### src/rtl/core/imkr_pkg.sv
`default_nettype none
// ----------------------------------------------------------------------------
// imkr_pkg
// Types and constants shared by the I2C key reader core: request kinds,
// queue entries, sequencer phases and the result word.
// ----------------------------------------------------------------------------
package imkr_pkg;

  localparam int QUEUE_DEPTH = 2;
  localparam int QPTR_W      = $clog2(QUEUE_DEPTH);
  localparam int QCNT_W      = $clog2(QUEUE_DEPTH + 1);

  // Request codes on the req_type port.
  localparam logic [1:0] REQ_KEY_IRQ = 2'd1;
  localparam logic [1:0] REQ_HOST_RD = 2'd2;

  // Configuration register indexes.
  localparam logic [1:0] CFG_DEV_ADDR    = 2'd0;
  localparam logic [1:0] CFG_ACK_TIMEOUT = 2'd1;
  localparam logic [1:0] CFG_TICKS_US    = 2'd2;

  localparam logic [7:0]  DEV_ADDR_RESET    = 8'hBA;
  localparam logic [11:0] ACK_TIMEOUT_RESET = 12'd2500;
  localparam logic [7:0]  TICKS_US_RESET    = 8'd1;

  // Delay lengths as a left shift of the microsecond tick count.
  localparam logic [1:0] DLY_1US = 2'd0;
  localparam logic [1:0] DLY_2US = 2'd1;
  localparam logic [1:0] DLY_4US = 2'd2;

  typedef enum logic [1:0] {
    K_TICK = 2'd0,
    K_IRQ  = 2'd1,
    K_READ = 2'd2
  } kind_t;

  typedef struct packed {
    kind_t kind;
    logic  sda;
  } entry_t;

  typedef struct packed {
    logic   valid;
    entry_t entry;
  } head_t;

  typedef enum logic [15:0] {
    PH_IDLE     = 16'h0001,
    PH_START_A  = 16'h0002,
    PH_START_B  = 16'h0004,
    PH_BIT_SET  = 16'h0008,
    PH_BIT_HI   = 16'h0010,
    PH_BIT_LO   = 16'h0020,
    PH_ACK_REL  = 16'h0040,
    PH_ACK_HI   = 16'h0080,
    PH_ACK_POLL = 16'h0100,
    PH_RD_LO    = 16'h0200,
    PH_RD_HI    = 16'h0400,
    PH_NACK_A   = 16'h0800,
    PH_NACK_B   = 16'h1000,
    PH_STOP_A   = 16'h2000,
    PH_STOP_B   = 16'h4000,
    PH_STOP_C   = 16'h8000
  } phase_t;

  typedef struct packed {
    logic       scl_high;
    logic       sda_pull_low;
    logic [7:0] key_value;
    logic       busy_res;
    logic       ack_missing;
  } result_t;

  typedef struct packed {
    logic [7:0]  dev_addr;
    logic [11:0] ack_timeout;
    logic [7:0]  ticks_us;
  } cfg_t;

endpackage
`default_nettype wire

### src/rtl/core/i2c_master_key_reader_core.sv
`default_nettype none
// ----------------------------------------------------------------------------
// i2c_master_key_reader_core
// I2C master that reads one key byte per key interrupt, one tick per word.
// ----------------------------------------------------------------------------
// Throughput: one word per clock while the output is not stalled; each tick
// is one step of the bus sequencer.
// A word accepted is written into the two-entry front queue, and its result
// goes to the output register when the output can take it.
// Reset (rst, synchronous): queue emptied, output invalid, sequencer idle,
// stored key and error flag cleared, registers back to their reset values.
// ----------------------------------------------------------------------------
module i2c_master_key_reader_core
  import imkr_pkg::*;
(
  input  wire logic        clk,
  input  wire logic        rst,
  input  wire logic        in_valid,
  output logic             in_stall,
  input  wire logic [1:0]  req_type,
  input  wire logic        sda_in,
  output logic             out_valid,
  input  wire logic        out_stall,
  output logic             scl_high,
  output logic             sda_pull_low,
  output logic [7:0]       key_value,
  output logic             busy_res,
  output logic             ack_missing,
  input  wire logic        cfg_write,
  input  wire logic [1:0]  cfg_index,
  input  wire logic [11:0] cfg_data
);

  cfg_t    cfg;
  head_t   head;
  logic    pop;
  result_t result;

  always_ff @(posedge clk) begin
    if (rst) begin
      cfg.dev_addr    <= DEV_ADDR_RESET;
      cfg.ack_timeout <= ACK_TIMEOUT_RESET;
      cfg.ticks_us    <= TICKS_US_RESET;
    end else if (cfg_write) begin
      case (cfg_index)
        CFG_DEV_ADDR:    cfg.dev_addr    <= cfg_data[7:0];
        CFG_ACK_TIMEOUT: cfg.ack_timeout <= cfg_data;
        CFG_TICKS_US:    cfg.ticks_us    <= cfg_data[7:0];
        default: ;
      endcase
    end
  end

  imkr_front u_front (
    .clk      (clk),
    .rst      (rst),
    .in_valid (in_valid),
    .in_stall (in_stall),
    .req_type (req_type),
    .sda_in   (sda_in),
    .head     (head),
    .pop      (pop)
  );

  imkr_back u_back (
    .clk       (clk),
    .rst       (rst),
    .cfg       (cfg),
    .head      (head),
    .pop       (pop),
    .out_valid (out_valid),
    .out_stall (out_stall),
    .result    (result)
  );

  assign scl_high     = result.scl_high;
  assign sda_pull_low = result.sda_pull_low;
  assign key_value    = result.key_value;
  assign busy_res     = result.busy_res;
  assign ack_missing  = result.ack_missing;

  // With no transaction running, both bus lines are released.
  assert property (@(posedge clk) disable iff (rst)
    out_valid && !busy_res |-> scl_high && !sda_pull_low)
    else $error("bus lines not released while idle");

  // A queued word moves to the output whenever the output can take it.
  assert property (@(posedge clk) disable iff (rst)
    head.valid && !(out_valid && out_stall) |=> out_valid)
    else $error("sequencer did not take a queued word");

  // The front queue stalls only when full; this checks it never stalls while empty.
  assert property (@(posedge clk) disable iff (rst)
    in_stall |-> head.valid)
    else $error("input stalled with an empty queue");

endmodule
`default_nettype wire

### src/rtl/core/imkr_front.sv
`default_nettype none
// ----------------------------------------------------------------------------
// imkr_front
// Accepts input words, sorts the request code into a kind and holds the
// words in a short queue until the sequencer takes them.
// ----------------------------------------------------------------------------
module imkr_front
  import imkr_pkg::*;
(
  input  wire logic       clk,
  input  wire logic       rst,
  input  wire logic       in_valid,
  output logic            in_stall,
  input  wire logic [1:0] req_type,
  input  wire logic       sda_in,
  output head_t           head,
  input  wire logic       pop
);

  entry_t              slots [QUEUE_DEPTH];
  logic [QPTR_W-1:0]   wr_ptr;
  logic [QPTR_W-1:0]   rd_ptr;
  logic [QCNT_W-1:0]   count;
  logic                push;
  kind_t               kind;

  always_comb begin
    case (req_type)
      REQ_KEY_IRQ: kind = K_IRQ;
      REQ_HOST_RD: kind = K_READ;
      default:     kind = K_TICK;
    endcase
  end

  assign in_stall = (count == QCNT_W'(QUEUE_DEPTH));
  assign push     = in_valid && !in_stall;

  assign head.valid = (count != '0);
  assign head.entry = slots[rd_ptr];

  always_ff @(posedge clk) begin
    if (push) begin
      slots[wr_ptr] <= '{kind: kind, sda: sda_in};
    end
  end

  always_ff @(posedge clk) begin
    if (rst) begin
      wr_ptr <= '0;
      rd_ptr <= '0;
      count  <= '0;
    end else begin
      if (push) begin
        wr_ptr <= (wr_ptr == QPTR_W'(QUEUE_DEPTH - 1)) ? '0 : wr_ptr + 1'b1;
      end
      if (pop) begin
        rd_ptr <= (rd_ptr == QPTR_W'(QUEUE_DEPTH - 1)) ? '0 : rd_ptr + 1'b1;
      end
      count <= count + QCNT_W'(push) - QCNT_W'(pop);
    end
  end

endmodule
`default_nettype wire

### src/rtl/core/imkr_back.sv
`default_nettype none
// ----------------------------------------------------------------------------
// imkr_back
// Bus sequencer: one queued word is one tick. Each tick serves a host read
// if it carries one, may start a transaction, drives the lines of the current
// phase and steps the phase timer. The result goes to an output register.
// ----------------------------------------------------------------------------
module imkr_back
  import imkr_pkg::*;
(
  input  wire logic  clk,
  input  wire logic  rst,
  input  wire cfg_t  cfg,
  input  wire head_t head,
  output logic       pop,
  output logic       out_valid,
  input  wire logic  out_stall,
  output result_t    result
);

  phase_t      phase, phase_next;
  logic [3:0]  bit_count, bit_count_next;
  logic [7:0]  shift_byte, shift_byte_next;
  logic [11:0] wait_count, wait_count_next;
  logic [11:0] poll_count, poll_count_next;
  logic [7:0]  stored_key, stored_key_next;
  logic        error_flag, error_flag_next;
  result_t     result_next;

  phase_t      ph;
  logic [11:0] wc;
  logic [11:0] wc_inc;
  logic [3:0]  bc_inc;
  logic [7:0]  tpu;
  logic [1:0]  dly;
  logic [9:0]  dur;
  logic        tdone;
  logic        timed;
  phase_t      target;
  logic        databit;

  assign pop = head.valid && !(out_valid && out_stall);

  always_comb begin
    phase_next      = phase;
    bit_count_next  = bit_count;
    shift_byte_next = shift_byte;
    wait_count_next = wait_count;
    poll_count_next = poll_count;
    stored_key_next = stored_key;
    error_flag_next = error_flag;
    result_next     = '0;

    if (head.entry.kind == K_READ) begin
      result_next.key_value = stored_key;
      stored_key_next       = 8'd0;
    end

    ph = phase;
    wc = wait_count;
    if (head.entry.kind == K_IRQ && phase == PH_IDLE) begin
      shift_byte_next = cfg.dev_addr;
      bit_count_next  = 4'd0;
      poll_count_next = 12'd0;
      ph              = PH_START_A;
      wc              = 12'd0;
    end
    databit = shift_byte_next[7];

    result_next.scl_high     = 1'b1;
    result_next.sda_pull_low = 1'b0;
    case (ph)
      PH_START_B: result_next.sda_pull_low = 1'b1;
      PH_BIT_SET: begin
        result_next.scl_high     = 1'b0;
        result_next.sda_pull_low = !databit;
      end
      PH_BIT_HI:  result_next.sda_pull_low = !databit;
      PH_BIT_LO: begin
        result_next.scl_high     = 1'b0;
        result_next.sda_pull_low = !databit;
      end
      PH_ACK_REL, PH_RD_LO, PH_NACK_A: result_next.scl_high = 1'b0;
      PH_STOP_A: begin
        result_next.scl_high     = 1'b0;
        result_next.sda_pull_low = 1'b1;
      end
      PH_STOP_B:  result_next.sda_pull_low = 1'b1;
      default: begin
        result_next.scl_high     = 1'b1;
        result_next.sda_pull_low = 1'b0;
      end
    endcase
    result_next.busy_res    = (ph != PH_IDLE);
    result_next.ack_missing = error_flag;

    // Delay length and successor of each timed phase.
    timed  = 1'b1;
    target = PH_IDLE;
    dly    = DLY_1US;
    case (ph)
      PH_START_A: begin dly = DLY_4US; target = PH_START_B; end
      PH_START_B: begin dly = DLY_4US; target = PH_BIT_SET; end
      PH_BIT_SET: begin dly = DLY_2US; target = PH_BIT_HI;  end
      PH_BIT_HI:  begin dly = DLY_2US; target = PH_BIT_LO;  end
      PH_BIT_LO:  begin dly = DLY_2US; target = PH_BIT_SET; end
      PH_ACK_REL: begin dly = DLY_1US; target = PH_ACK_HI;  end
      PH_ACK_HI:  begin dly = DLY_1US; target = PH_ACK_POLL; end
      PH_RD_LO:   begin dly = DLY_2US; target = PH_RD_HI;   end
      PH_RD_HI:   begin dly = DLY_1US; target = PH_RD_LO;   end
      PH_NACK_A:  begin dly = DLY_2US; target = PH_NACK_B;  end
      PH_NACK_B:  begin dly = DLY_2US; target = PH_STOP_A;  end
      PH_STOP_A:  begin dly = DLY_4US; target = PH_STOP_B;  end
      PH_STOP_B:  begin dly = DLY_1US; target = PH_STOP_C;  end
      PH_STOP_C:  begin dly = DLY_4US; target = PH_IDLE;    end
      default:    timed = 1'b0;
    endcase

    tpu    = (cfg.ticks_us == 8'd0) ? 8'd1 : cfg.ticks_us;
    dur    = {2'b00, tpu} << dly;
    tdone  = ({1'b0, wc} + 13'd1) >= {3'b000, dur};
    wc_inc = wc + 12'd1;
    bc_inc = bit_count_next + 4'd1;

    phase_next      = ph;
    wait_count_next = wc;
    if (timed) begin
      if (tdone) begin
        phase_next      = target;
        wait_count_next = 12'd0;
      end else begin
        wait_count_next = wc_inc;
      end
    end

    case (ph)
      PH_BIT_LO: begin
        if (tdone) begin
          shift_byte_next = {shift_byte_next[6:0], 1'b0};
          bit_count_next  = bc_inc;
          if (bc_inc[3]) begin
            phase_next = PH_ACK_REL;
          end
        end
      end
      PH_ACK_HI: begin
        if (tdone) begin
          poll_count_next = 12'd0;
        end
      end
      PH_ACK_POLL: begin
        if (!head.entry.sda) begin
          error_flag_next = 1'b0;
          shift_byte_next = 8'd0;
          bit_count_next  = 4'd0;
          phase_next      = PH_RD_LO;
          wait_count_next = 12'd0;
        end else if (poll_count_next >= cfg.ack_timeout) begin
          error_flag_next = 1'b1;
          phase_next      = PH_STOP_A;
          wait_count_next = 12'd0;
        end else begin
          poll_count_next = poll_count_next + 12'd1;
        end
      end
      PH_RD_HI: begin
        // SDA is sampled on the first tick of the SCL-high window.
        if (wc == 12'd0) begin
          shift_byte_next = {shift_byte_next[6:0], head.entry.sda};
        end
        if (tdone) begin
          bit_count_next = bc_inc;
          if (bc_inc[3]) begin
            phase_next = PH_NACK_A;
          end
        end
      end
      PH_NACK_B: begin
        if (tdone) begin
          stored_key_next = shift_byte_next;
        end
      end
      PH_IDLE: begin
        phase_next      = PH_IDLE;
        wait_count_next = 12'd0;
      end
      default: begin
        if (!timed) begin
          phase_next      = PH_IDLE;
          wait_count_next = 12'd0;
        end
      end
    endcase
  end

  always_ff @(posedge clk) begin
    if (rst) begin
      phase      <= PH_IDLE;
      bit_count  <= '0;
      shift_byte <= '0;
      wait_count <= '0;
      poll_count <= '0;
      stored_key <= '0;
      error_flag <= 1'b0;
      out_valid  <= 1'b0;
    end else begin
      if (pop) begin
        phase      <= phase_next;
        bit_count  <= bit_count_next;
        shift_byte <= shift_byte_next;
        wait_count <= wait_count_next;
        poll_count <= poll_count_next;
        stored_key <= stored_key_next;
        error_flag <= error_flag_next;
        out_valid  <= 1'b1;
      end else if (!out_stall) begin
        out_valid <= 1'b0;
      end
    end
  end

  always_ff @(posedge clk) begin
    if (pop) begin
      result <= result_next;
    end
  end

endmodule
`default_nettype wire
### config.mk
export PLATFORM = sky130hd
export DESIGN_NAME = i2c_master_key_reader_core
export DESIGN_NICKNAME = d
export VERILOG_FILES = /design/src/rtl/core/imkr_pkg.sv /design/src/rtl/core/i2c_master_key_reader_core.sv /design/src/rtl/core/imkr_front.sv /design/src/rtl/core/imkr_back.sv
export SDC_FILE = /design/constraint.sdc
export NUM_CORES = 1
export LEC_CHECK = 0
export BUFFER_PORTS_ARGS = -buffer_cell sky130_fd_sc_hd__buf_2
export CORE_MARGIN = 4
export CORE_UTILIZATION = 45
export CTS_CLUSTER_DIAMETER = 120
export DETAILED_ROUTE_END_ITERATION = 10
export SLEW_MARGIN = 15
export SYNTH_ARGS = -nofsm -noshare
export SYNTH_HDL_FRONTEND = slang
export SYNTH_SLANG_ARGS = --single-unit
### constraint.sdc
create_clock -name clk -period 5.4 [get_ports clk]
set_input_delay 0 -clock clk [delete_from_list [all_inputs] [get_ports clk]]
set_output_delay 0 -clock clk [all_outputs]
set_load 0.1 [all_outputs]
# Yosys cells after proc, flatten, opt, wreduce, memory -nomap -nowiden
# Memories as Yosys holds them, arrays and structs flattened. A register that Yosys moved wholly into a read port is not among the register bits.
# Cells that the tools add are included.
# totals
ff_bits	106
mem_bits_rw	6
out_inout_bits	14
wordCells	135
memories	1
# mem_list
memory	words	word_bits	rd	rd_clocked_by_memory_dff	write_ports	line_no	rtl
u_front.slots	2	3	1	1	1	imkr_front.sv:20	entry_t slots [QUEUE_DEPTH];
# op_classes
add_sub_neg	8
n_lt_le_gt_ge	2
n_eq_ne	27
n_shift	1
mux	52
reduce_logical	25
# op_table
op	n
one-hot mux 16 bit (12 select lines)	1
two-way mux 16 bit	10
two-way mux 12 bit	10
one-hot mux 16 bit (5 select lines)	1
two-way mux 8 bit	8
one-hot mux 12 bit (3 select lines)	1
equality test 16 x 1 -> 1 bit, second input constant	2
adder 12 x 1 -> 12 bit, second input constant	2
one-hot mux 12 bit (2 select lines)	1
one-hot mux 8 bit (3 select lines)	1
equality test 16 x 10 -> 1 bit, second input constant	1
equality test 16 x 11 -> 1 bit, second input constant	1
equality test 16 x 12 -> 1 bit, second input constant	1
equality test 16 x 13 -> 1 bit, second input constant	1
equality test 16 x 14 -> 1 bit, second input constant	1
equality test 16 x 15 -> 1 bit, second input constant	1
equality test 16 bit, second input constant	1
equality test 16 x 2 -> 1 bit, second input constant	1
equality test 16 x 3 -> 1 bit, second input constant	1
equality test 16 x 4 -> 1 bit, second input constant	1
equality test 16 x 5 -> 1 bit, second input constant	1
equality test 16 x 6 -> 1 bit, second input constant	1
equality test 16 x 7 -> 1 bit, second input constant	1
equality test 16 x 8 -> 1 bit, second input constant	1
other kinds (32)	64

# Longest topological paths before layout
# Gate-level depths: netlist of the first run.
# depth
word_depth	13
ltp_mapped	23
ltp_nobuf	19

# Modules after synthesis
# From an unflattened synthesis of the first run, not the netlist that was laid out.
# hier_totals
hier_cells	769
area_unflattened_um2	6831.6
# by_module_without_submodules
module	instances	cells_per_inst	area_each_um2	seq_area_each_um2
imkr_back	1	615	5198.7	1601.5
i2c_master_key_reader_core	1	118	1179.9	560.5
imkr_front	1	36	452.9	280.3

# Least setup slack after synthesis of the first run
# Ideal clock, no wire load.
# synth_path
path_kind	reg-to-reg
startpoint	register u_back.phase[8]
endpoint	register u_back.phase[9]
t_arrival_ps	4734
required_ps	5314
slack_ps	580
path_stages_with_launch	24
path_buffers	5
cell_sequence	dfxtp_1 buf_2 nor4_4 nand3_1 nor2_1 buf_2 buf_2 buf_2 nor2b_1 ha_1 and4_1 nand2_1 xor2_1 nor2_1 ha_1 a2111oi_0 o21ai_0 a21oi_1 o22a_1 buf_2 a21oi_2 and2_1 a31o_2 a211oi_1
# synth_via
elab_chain_cells	13
word_cells_on_any_way	45
classes_between	add/sub (2); order compare (2); eq/ne (17); shift (1); mux (17); reduce/logical (6)
# synth_rtl
item	line_no	rtl
start: declaration	imkr_back.sv:21	phase_t phase, phase_next;
start signal: assignment	imkr_back.sv:208	phase <= phase_next;
equality test 16 x 1 -> 1 bit	imkr_back.sv:61	if (head.entry.kind == K_IRQ && phase == PH_IDLE) begin
logical AND 1 bit	imkr_back.sv:61	
two-way mux 16 bit	imkr_back.sv:61	
equality test 16 x 4 -> 1 bit, or another cell as far along	imkr_back.sv:101	case (ph)
OR reduction 6 bit (no source line) / OR reduction 4 bit (equally long branches)	-	
one-hot mux 2 bit (2 select lines)	imkr_back.sv:101	
<< shifter 8 x 2 -> 10 bit	imkr_back.sv:120	dur = {2'b00, tpu} << dly;
greater-or-equal comparator 13 x 10 -> 1 bit	imkr_back.sv:121	tdone = ({1'b0, wc} + 13'd1) >= {3'b000, dur};
two-way mux 16 bit	imkr_back.sv:128	if (tdone) begin
two-way mux 16 bit	imkr_back.sv:127	if (timed) begin
two-way mux 16 bit, on equally long branches	imkr_back.sv:173, imkr_back.sv:141, imkr_back.sv:158	
two-way mux 16 bit, on equally long branches	imkr_back.sv:171, imkr_back.sv:138, imkr_back.sv:152	
one-hot mux 16 bit (5 select lines) *	imkr_back.sv:136	case (ph)
# Every way passes the cells marked *; elsewhere a longest branch is shown, timed or not.
# A chain may end at the register's enable or synchronous reset.

# Final worst setup path of the first run
# layout_path
startpoint	register u_back.phase[8]
endpoint	register u_back.phase[4]
# Same word-level chain as after synthesis.

==> flow_metrics.py, run 1 <==
metrics = {
    "outcome": {
        "outcome": "completed",
    },
    "global_routing": {
        "grt_overflow_total": 0,
        "antenna_found_initial": 0,
        "grt_use_total": 0.215,
        "grt_pass1_vias": 5666,
        "grt_pass1_wl_microns": 28500,
        "grt_max_degree": 82,
    },
    "timing": {
        "finalCritPeriodShare": 0.915,
        "slew_violations": 0,
        "worstMarginPinSlew_ns": 0.896,
        "finalClockSkew_ns": 0.00749,
        "fin_crit_ns": 4.94,
        "final-hold-violation-count": 0,
        "rsz0062_at_grt": "false",
        "finalSetupTns_ns": 0,
        "slew_headroom": 0.399,
        "fmax_mhz": 202,
        "whs_ns": 0.0894,
        "timing.final.ws_setup_ns": 0.459,
        "setup_viol": 0,
    },
    "clock_tree": {
        "cts_max_level": 4,
        "cts_tree": "yes",
        "clockBufferDepth": 2,
        "root_buffer": "clkbuf_16",
        "cts_sinks": 113,
        "path_clk_slew_ns": 0.05,
        "clk_latency_ns": 0.42,
        "numCtsBuffers": 17,
    },
    "synth": {
        "ys.flop_type": "dfxtp_1",
        "yosys.area_share.simple": 0.257,
        "synth-edff-count": 18,
        "synth_top_family_by_area": "simple AND/OR/NAND/NOR gates",
        "yosysWarnings": 0,
        "async_flop_share": 0,
        "yosys.area_share.adder": 0.0534,
        "ys_types": 71,
        "synth_compound_area_frac": 0.196,
        "avgSynthCellArea_sq_um": 8.54,
        "ys_seq_elements": 113,
        "synth_mux_area_frac": 0.0484,
        "netlist_area_sq_um": 6560,
        "synth_fp_nets": 818,
        "syn_inst": 768,
        "synth_xor_area_frac": 0.0200,
        "ys_seq_area_frac": 0.372,
    },
    "critical_path": {
        "crit_arrival_ns": 5.26,
        "critPathKind": "reg -> reg",
        "cp.required_ns": 5.72,
        "end_kind": "flip-flop",
        "start_kind": "flip-flop",
        "path_max_fanout": 7,
    },
    "place": {
        "dp_hpwl_microns": 12300,
        "gp_congestion": 0.876,
        "numPlacedInstances": 957,
        "place_ws_ns": 0.497,
        "placed_cell_area_sq_um": 6890,
        "port_buffers": 35,
    },
    "power": {
        "p_seq_frac": 0.313,
        "swShare": 0.389,
        "finalPower_mw": 3.27,
        "power.share.clock": 0.339,
        "p_leak_nw": 3.22,
        "switching_power_mw": 1.27,
        "p_int_mw": 2.00,
        "combPwrFrac": 0.348,
        "power_density_nw_per_um2": 424,
        "ir_worst_vdd_mv": 0.218,
    },
    "floorplanning": {
        "die_area_sq_um": 16600,
        "ios": 36,
        "start_util": 0.465,
        "core_area_sq_um": 14100,
        "die-width_microns": 129,
        "die_y_microns": 129,
        "rows": 43,
    },
    "detailed_routing": {
        "routed_wl_microns": 17400,
        "drtPass1Iterations": 6,
        "vias_per_cell": 5.89,
        "dr_total_vias": 5975,
        "detail-route-antenna-nets": 0,
        "drc": 0,
        "drt-initial-drc-count": 655,
        "wl_per_cell_microns": 17.2,
    },
    "finish": {
        "fin_area_sq_um": 7710,
        "num_antenna_cells": 0,
        "num-fill-cells": 1315,
        "area_growth_pct": 17.6,
        "final_cells": 1015,
        "drive_above_1_share": 0.137,
        "fin_nets": 872,
        "utilization": 0.547,
    },
    "flow_run": {
        "maxCapViolCount": 0,
    },
    "worst_hold_path": {
        "hold_path_class": "in -> reg",
    },
}
routing by layer:
layer,wire length (microns),up-vias,global-route usage,part of all wire
met3,977,41,0.0440,0.056
met2,7980,209,0.341,0.46
met5,0,-,0,0
met1,8030,2831,0.289,0.46
met4,426,0,0.0809,0.024
li1,-,2894,-,-
power by group through the flow:
| stage | clock, mW | sequential [mW] | combinational [mW] |
|---|---|---|---|
| after detailed placement | 0 | 1.04 | 1.12 |
| after global placement | 0 | 1.03 | 1.10 |
| after CTS | 1.13 | 1.02 | 1.13 |
| after global routing | 1.16 | 1.04 | 1.23 |
| final | 1.11 | 1.02 | 1.14 |
| after floorplan | 0 | 1.27 | 0.621 |
kinds of logic after synthesis:
logic type,Yosys count
AOI/OAI and AO/OA,185
and+or+nand+nor,313
xor gates and xnor gates,15
buffers and inverters,83
DFF,113
adders and majority gates,28
muxes,31
registers in the layout (all words and copies together) (netlist names), named ones only:
signal,count
cfg,28
u_back.error_flag,1
u_back.bit_count,4
u_front.wr_ptr,1
u_front.count,2
u_back.phase,16
u_back.out_valid,1
u_front.slots,6
u_back.result,12
u_back.shift_byte,8
u_back.poll_count,12
u_back.stored_key,8
u_front.rd_ptr,1
u_back.wait_count,12
cell usage after synthesis (all sizes together), types with 15 or more instances:
| cell type | count | area share |
|---|---|---|
| mux2i | 25 | 0.038 |
| nor2b | 26 | 0.025 |
| ha | 28 | 0.053 |
| buf | 20 | 0.016 |
| nand2 | 64 | 0.037 |
| o21ai | 34 | 0.026 |
| and2 | 15 | 0.014 |
| nand4 | 16 | 0.015 |
| a21oi | 48 | 0.039 |
| inv | 42 | 0.024 |
| nor2 | 81 | 0.046 |
| dfxtp | 95 | 0.29 |
| nor3 | 21 | 0.017 |
| edfxtp | 18 | 0.082 |
| a211o | 16 | 0.021 |
| nand3 | 20 | 0.015 |
| clkbuf | 20 | 0.011 |
cells in the final DEF, fill, tap and decap left out, types with 11 or more instances in the layout:
cell type and count:
nor2b_1 26, inv_1 42, buf_2 35, a22oi_1 11
and2_1 14, mux2i_1 25, nand3_1 20, nor3_1 20
nor4b_1 11, ha_1 28, nand4_1 16, clkbuf_16 17
o21ai_0 31, nor2_1 80, a21oi_1 46, a211o_1 16
dlygate4sd3_1 18, buf_4 22, nand2_1 64, edfxtp_1 18
dfxtp_1 95
critical path: stages, from the launching register on:
cell and delay [ns]:
dfxtp_1 0.40, nor4_4 0.52, and3_4 0.31, nand3_1 0.12
nand2_1 0.12, inv_1 0.07, ha_1 0.24, and4_1 0.25
nand2_1 0.08, xor2_1 0.14, nor2_1 0.07, ha_1 0.33
a2111oi_0 0.44, o21ai_0 0.16, a21oi_1 0.28, o21ai_0 0.20
a31oi_1 0.26, or4_1 0.31, nand3_1 0.27, o22ai_1 0.26
path summary, 6_finish.rpt:
kind | startpoint | to | slack [ns] | depth (start not counted)
min reg2reg | u_back.error_flag$_SDFFE_PP0P_ | u_back.result[0]$_DFFE_PP_ | 0.44 | 0
min | rst | u_back.phase[0]$_SDFFE_PP1P_ | 0.09 | 3
max | u_back.phase[8]$_SDFFE_PP0P_ | u_back.phase[4]$_SDFFE_PP0P_ | 0.46 | 19
max reg2reg | u_back.phase[8]$_SDFFE_PP0P_ | u_back.phase[4]$_SDFFE_PP0P_ | 0.46 | 19
area by class of cell:
class	instances	area, sq um	area share
Tap cell	180	225	0.0292
Inverter	43	161	0.0209
Clock inverter	12	144	0.0187
Multi-Input combinational cell	572	3780	0.491
Sequential cell	113	2440	0.317
Clock buffer	20	437	0.0566
Timing Repair Buffer	75	520	0.0675
what timing repair did:
item                                    4_1_cts  5_1_grt
buffers inserted                              0        8
gates resized for setup                       0        1
endpoints found under the setup margin        0       28
hold endpoints to repair                     36        0
hold buffers                                 18        0
Power figures use the tool's default switching activity.
==> run 2, diff against run 1 <==
Settings changed: CTS_BUF_LIST set to sky130_fd_sc_hd__clkbuf_8, PLACE_DENSITY_LB_ADDON set to 0.08.
==> run 2 against run 1 <==
  * Count of clock-buffer cells in the layout shrank 3
  * Sequential share of layout area increased by 0.92 points
  * Power shrank 7.8%
  * Clock skew grew 0.0059 ns
  * Global-route usage shrank 0.46 points
  * Utilization shrank 1.5 points
  * Worst hold slack improved by 0.018 ns
  * Clock power is 23% lower
  * Register-to-register slack worse by 0.12 ns
  * Design area decreased by 2.8%
  * Setup slack got worse by 0.12 ns
==> flow_metrics.py, run 2 (synthesis results as in run 1) <==
metrics = {
    "power": {
        "swShare": 0.424,
        "p_seq_frac": 0.338,
        "ir_worst_vdd_mv": 0.258,
        "power_density_nw_per_um2": 402,
        "combPwrFrac": 0.380,
        "p_int_mw": 1.74,
        "switching_power_mw": 1.28,
        "power.share.clock": 0.283,
        "p_leak_nw": 3.10,
    },
    "finish": {
        "fin_area_sq_um": 7500,
        "layout_common_cells": "95 x dfxtp_1, 80 x nor2_1, 64 x nand2_1",
        "fin_nets": 865,
        "final_common_cell": "dfxtp_1",
        "multi_input_area_sq_um": 3780,
        "area_growth_pct": 14.3,
        "num-fill-cells": 1310,
        "num_antenna_cells": 0,
        "seq_area_sq_um": 2440,
        "largest_register": "cfg",
        "reg_top3": "cfg (28), u_back.phase (16)",
        "drive_above_1_share": 0.135,
        "largest_register_ffs": 28,
        "utilization": 0.532,
    },
    "critical_path": {
        "reg2reg_depth": 16,
        "r2r_start": "u_back.phase[7]$_SDFFE_PP0P_",
        "cp.required_ns": 5.72,
        "cp_cell_sequence": "nor4_4 -> nand3_1 -> a2111oi_4 -> nor3_2 -> buf_4 -> mux2_2 -> mux2i_1 -> ha_1 -> nor2_1 -> nor2_1 -> a21oi_1 -> o21ai_0 -> a31oi_1 -> or4_1 -> a21oi_4 -> o32ai_1",
        "crit_end": "u_back.phase[12]$_SDFFE_PP0P_",
        "crit_buf_inv": 1,
        "path_max_fanout": 13,
        "r2r_end": "u_back.phase[12]$_SDFFE_PP0P_",
        "max_stage_delay_ns": 0.66,
        "critPathKind": "reg -> reg",
        "end_kind": "flip-flop",
        "regToRegSetupSlack_ns": 0.34,
        "path_depth": 16,
        "start_kind": "flip-flop",
        "crit_start": "u_back.phase[7]$_SDFFE_PP0P_",
        "critPathSlowestCell": "nor4_4",
        "crit_top_cell": "nor2_1",
        "crit_family": "simple AND/OR/NAND/NOR gates",
        "crit_arrival_ns": 5.38,
    },
    "timing": {
        "fin_crit_ns": 5.06,
        "whs_ns": 0.108,
        "finalClockSkew_ns": 0.0134,
        "fmax_mhz": 198,
        "finalCritPeriodShare": 0.937,
        "slew_violations": 0,
        "finalSetupTns_ns": 0,
        "slew_headroom": 0.397,
        "setup_viol": 0,
        "rsz0062_at_grt": "false",
        "final-hold-violation-count": 0,
        "worstMarginPinSlew_ns": 0.905,
        "timing.final.ws_setup_ns": 0.341,
    },
    "detailed_routing": {
        "vias_per_cell": 5.88,
        "drc": 0,
        "dr_total_vias": 5922,
        "wl_per_cell_microns": 16.9,
        "drtPass1Iterations": 6,
        "detail-route-antenna-nets": 0,
        "drt-initial-drc-count": 605,
        "routed_wl_microns": 17000,
    },
    "clock_tree": {
        "root_buffer": "clkbuf_8",
        "cts_sinks": 113,
        "clk_latency_ns": 0.45,
        "path_clk_slew_ns": 0.08,
        "cts_tree": "yes",
        "clockBufferDepth": 2,
        "numCtsBuffers": 17,
        "cts_max_level": 4,
    },
    "floorplanning": {
        "rows": 43,
        "start_util": 0.465,
        "ios": 36,
        "die-width_microns": 129,
        "die_area_sq_um": 16600,
        "core_area_sq_um": 14100,
        "die_y_microns": 129,
    },
    "global_routing": {
        "grt_max_degree": 83,
        "grt_overflow_total": 0,
        "antenna_found_initial": 0,
        "grt_pass1_vias": 5527,
        "grt_use_total": 0.210,
        "grt_pass1_wl_microns": 27800,
    },
    "place": {
        "place_ws_ns": 0.413,
        "gp_congestion": 0.945,
        "port_buffers": 35,
        "placed_cell_area_sq_um": 6900,
        "dp_hpwl_microns": 12200,
    },
    "outcome": {
        "outcome": "completed",
    },
    "flow_run": {
        "maxCapViolCount": 0,
    },
    "worst_hold_path": {
        "hold_path_class": "in -> reg",
    },
}
run 2: changes by cell type in the layout (fill, tap and decap cells not counted), moves of 2 or more:
cell        before  now
clkbuf_8         0   17
inv_6            0    4
clkinv_2         4    2
clkinvlp_4       0    4
clkinv_1         3    1
clkbuf_1         3    0
buf_4           22   15
clkbuf_16       17    0
run 2: routing by layer:
layer | global-route usage | wire length (microns)
met1 | 0.280 | 7850
met2 | 0.332 | 7740
met3 | 0.0560 | 1090
met4 | 0.0692 | 372
met5 | 0 | 0
run 2: power by group through the flow:
| stage | logic, mW | clock network (mW) | registers (mW) |
|---|---|---|---|
| after global routing | 1.23 | 0.911 | 1.03 |
| after detailed placement | 1.12 | 0 | 1.04 |
| after CTS | 1.13 | 0.871 | 1.02 |
| final | 1.15 | 0.852 | 1.02 |
| after global placement | 1.11 | 0 | 1.03 |
| after floorplan | 0.621 | 0 | 1.27 |
run 2: repair_timing:
| action | CTS | global route |
|---|---|---|
| endpoints found under the hold margin | 39 | 0 |
| setup endpoints to repair | 0 | 10 |
| setup buffers | 0 | 0 |
| resized for setup | 0 | 1 |
| hold buffers | 18 | 0 |
run 2: through the flow:
step	power, mW	std cells
floorplan	1.89	768
global placement	2.14	958
detailed placement	2.16	958
CTS	3.02	1008
global route	3.17	1008
finish	3.01	1008
run 2: how the worst min path moves through the flow:
| stage | from | end | slack, ns | cells after the start |
|---|---|---|---|---|
| after floorplan | sda_in | u_front.slots[0][0]$_DFFE_PP_ | 0.1 | 0 |
| after global placement | sda_in | u_front.slots[0][0]$_DFFE_PP_ | 0.19 | 1 |
| after detailed placement | sda_in | u_front.slots[1][0]$_DFFE_PP_ | 0.19 | 1 |
| after CTS | cfg_index[0] | cfg[17]$_SDFFE_PP0P_ | 0.1 | 4 |
| after global routing | cfg_write | cfg[8]$_SDFFE_PP0P_ | 0.11 | 4 |
| final | cfg_index[0] | cfg[12]$_SDFFE_PP0P_ | 0.11 | 4 |
run 2: area by class of cell:
cell class	count	share of cell area
well taps	180	0.0300
inverters	43	0.0215
flip-flops and latches	113	0.326
clock buffers	17	0.0312
repair buffers	68	0.0624
clock inverters	15	0.0244
multi-input cells	572	0.505
run 2: worst reg2reg max path: cells and delay by family, from the launching register on:
kind                     cells  cell delay, ns
AND/OR/NAND/NOR              6            2.00
AO/OA/AOI/OAI                6            1.68
multiplexers                 2            0.43
flip-flops                   1            0.40
buffers and inverters        1            0.24
adder cells (fa/ha/maj)      1            0.19
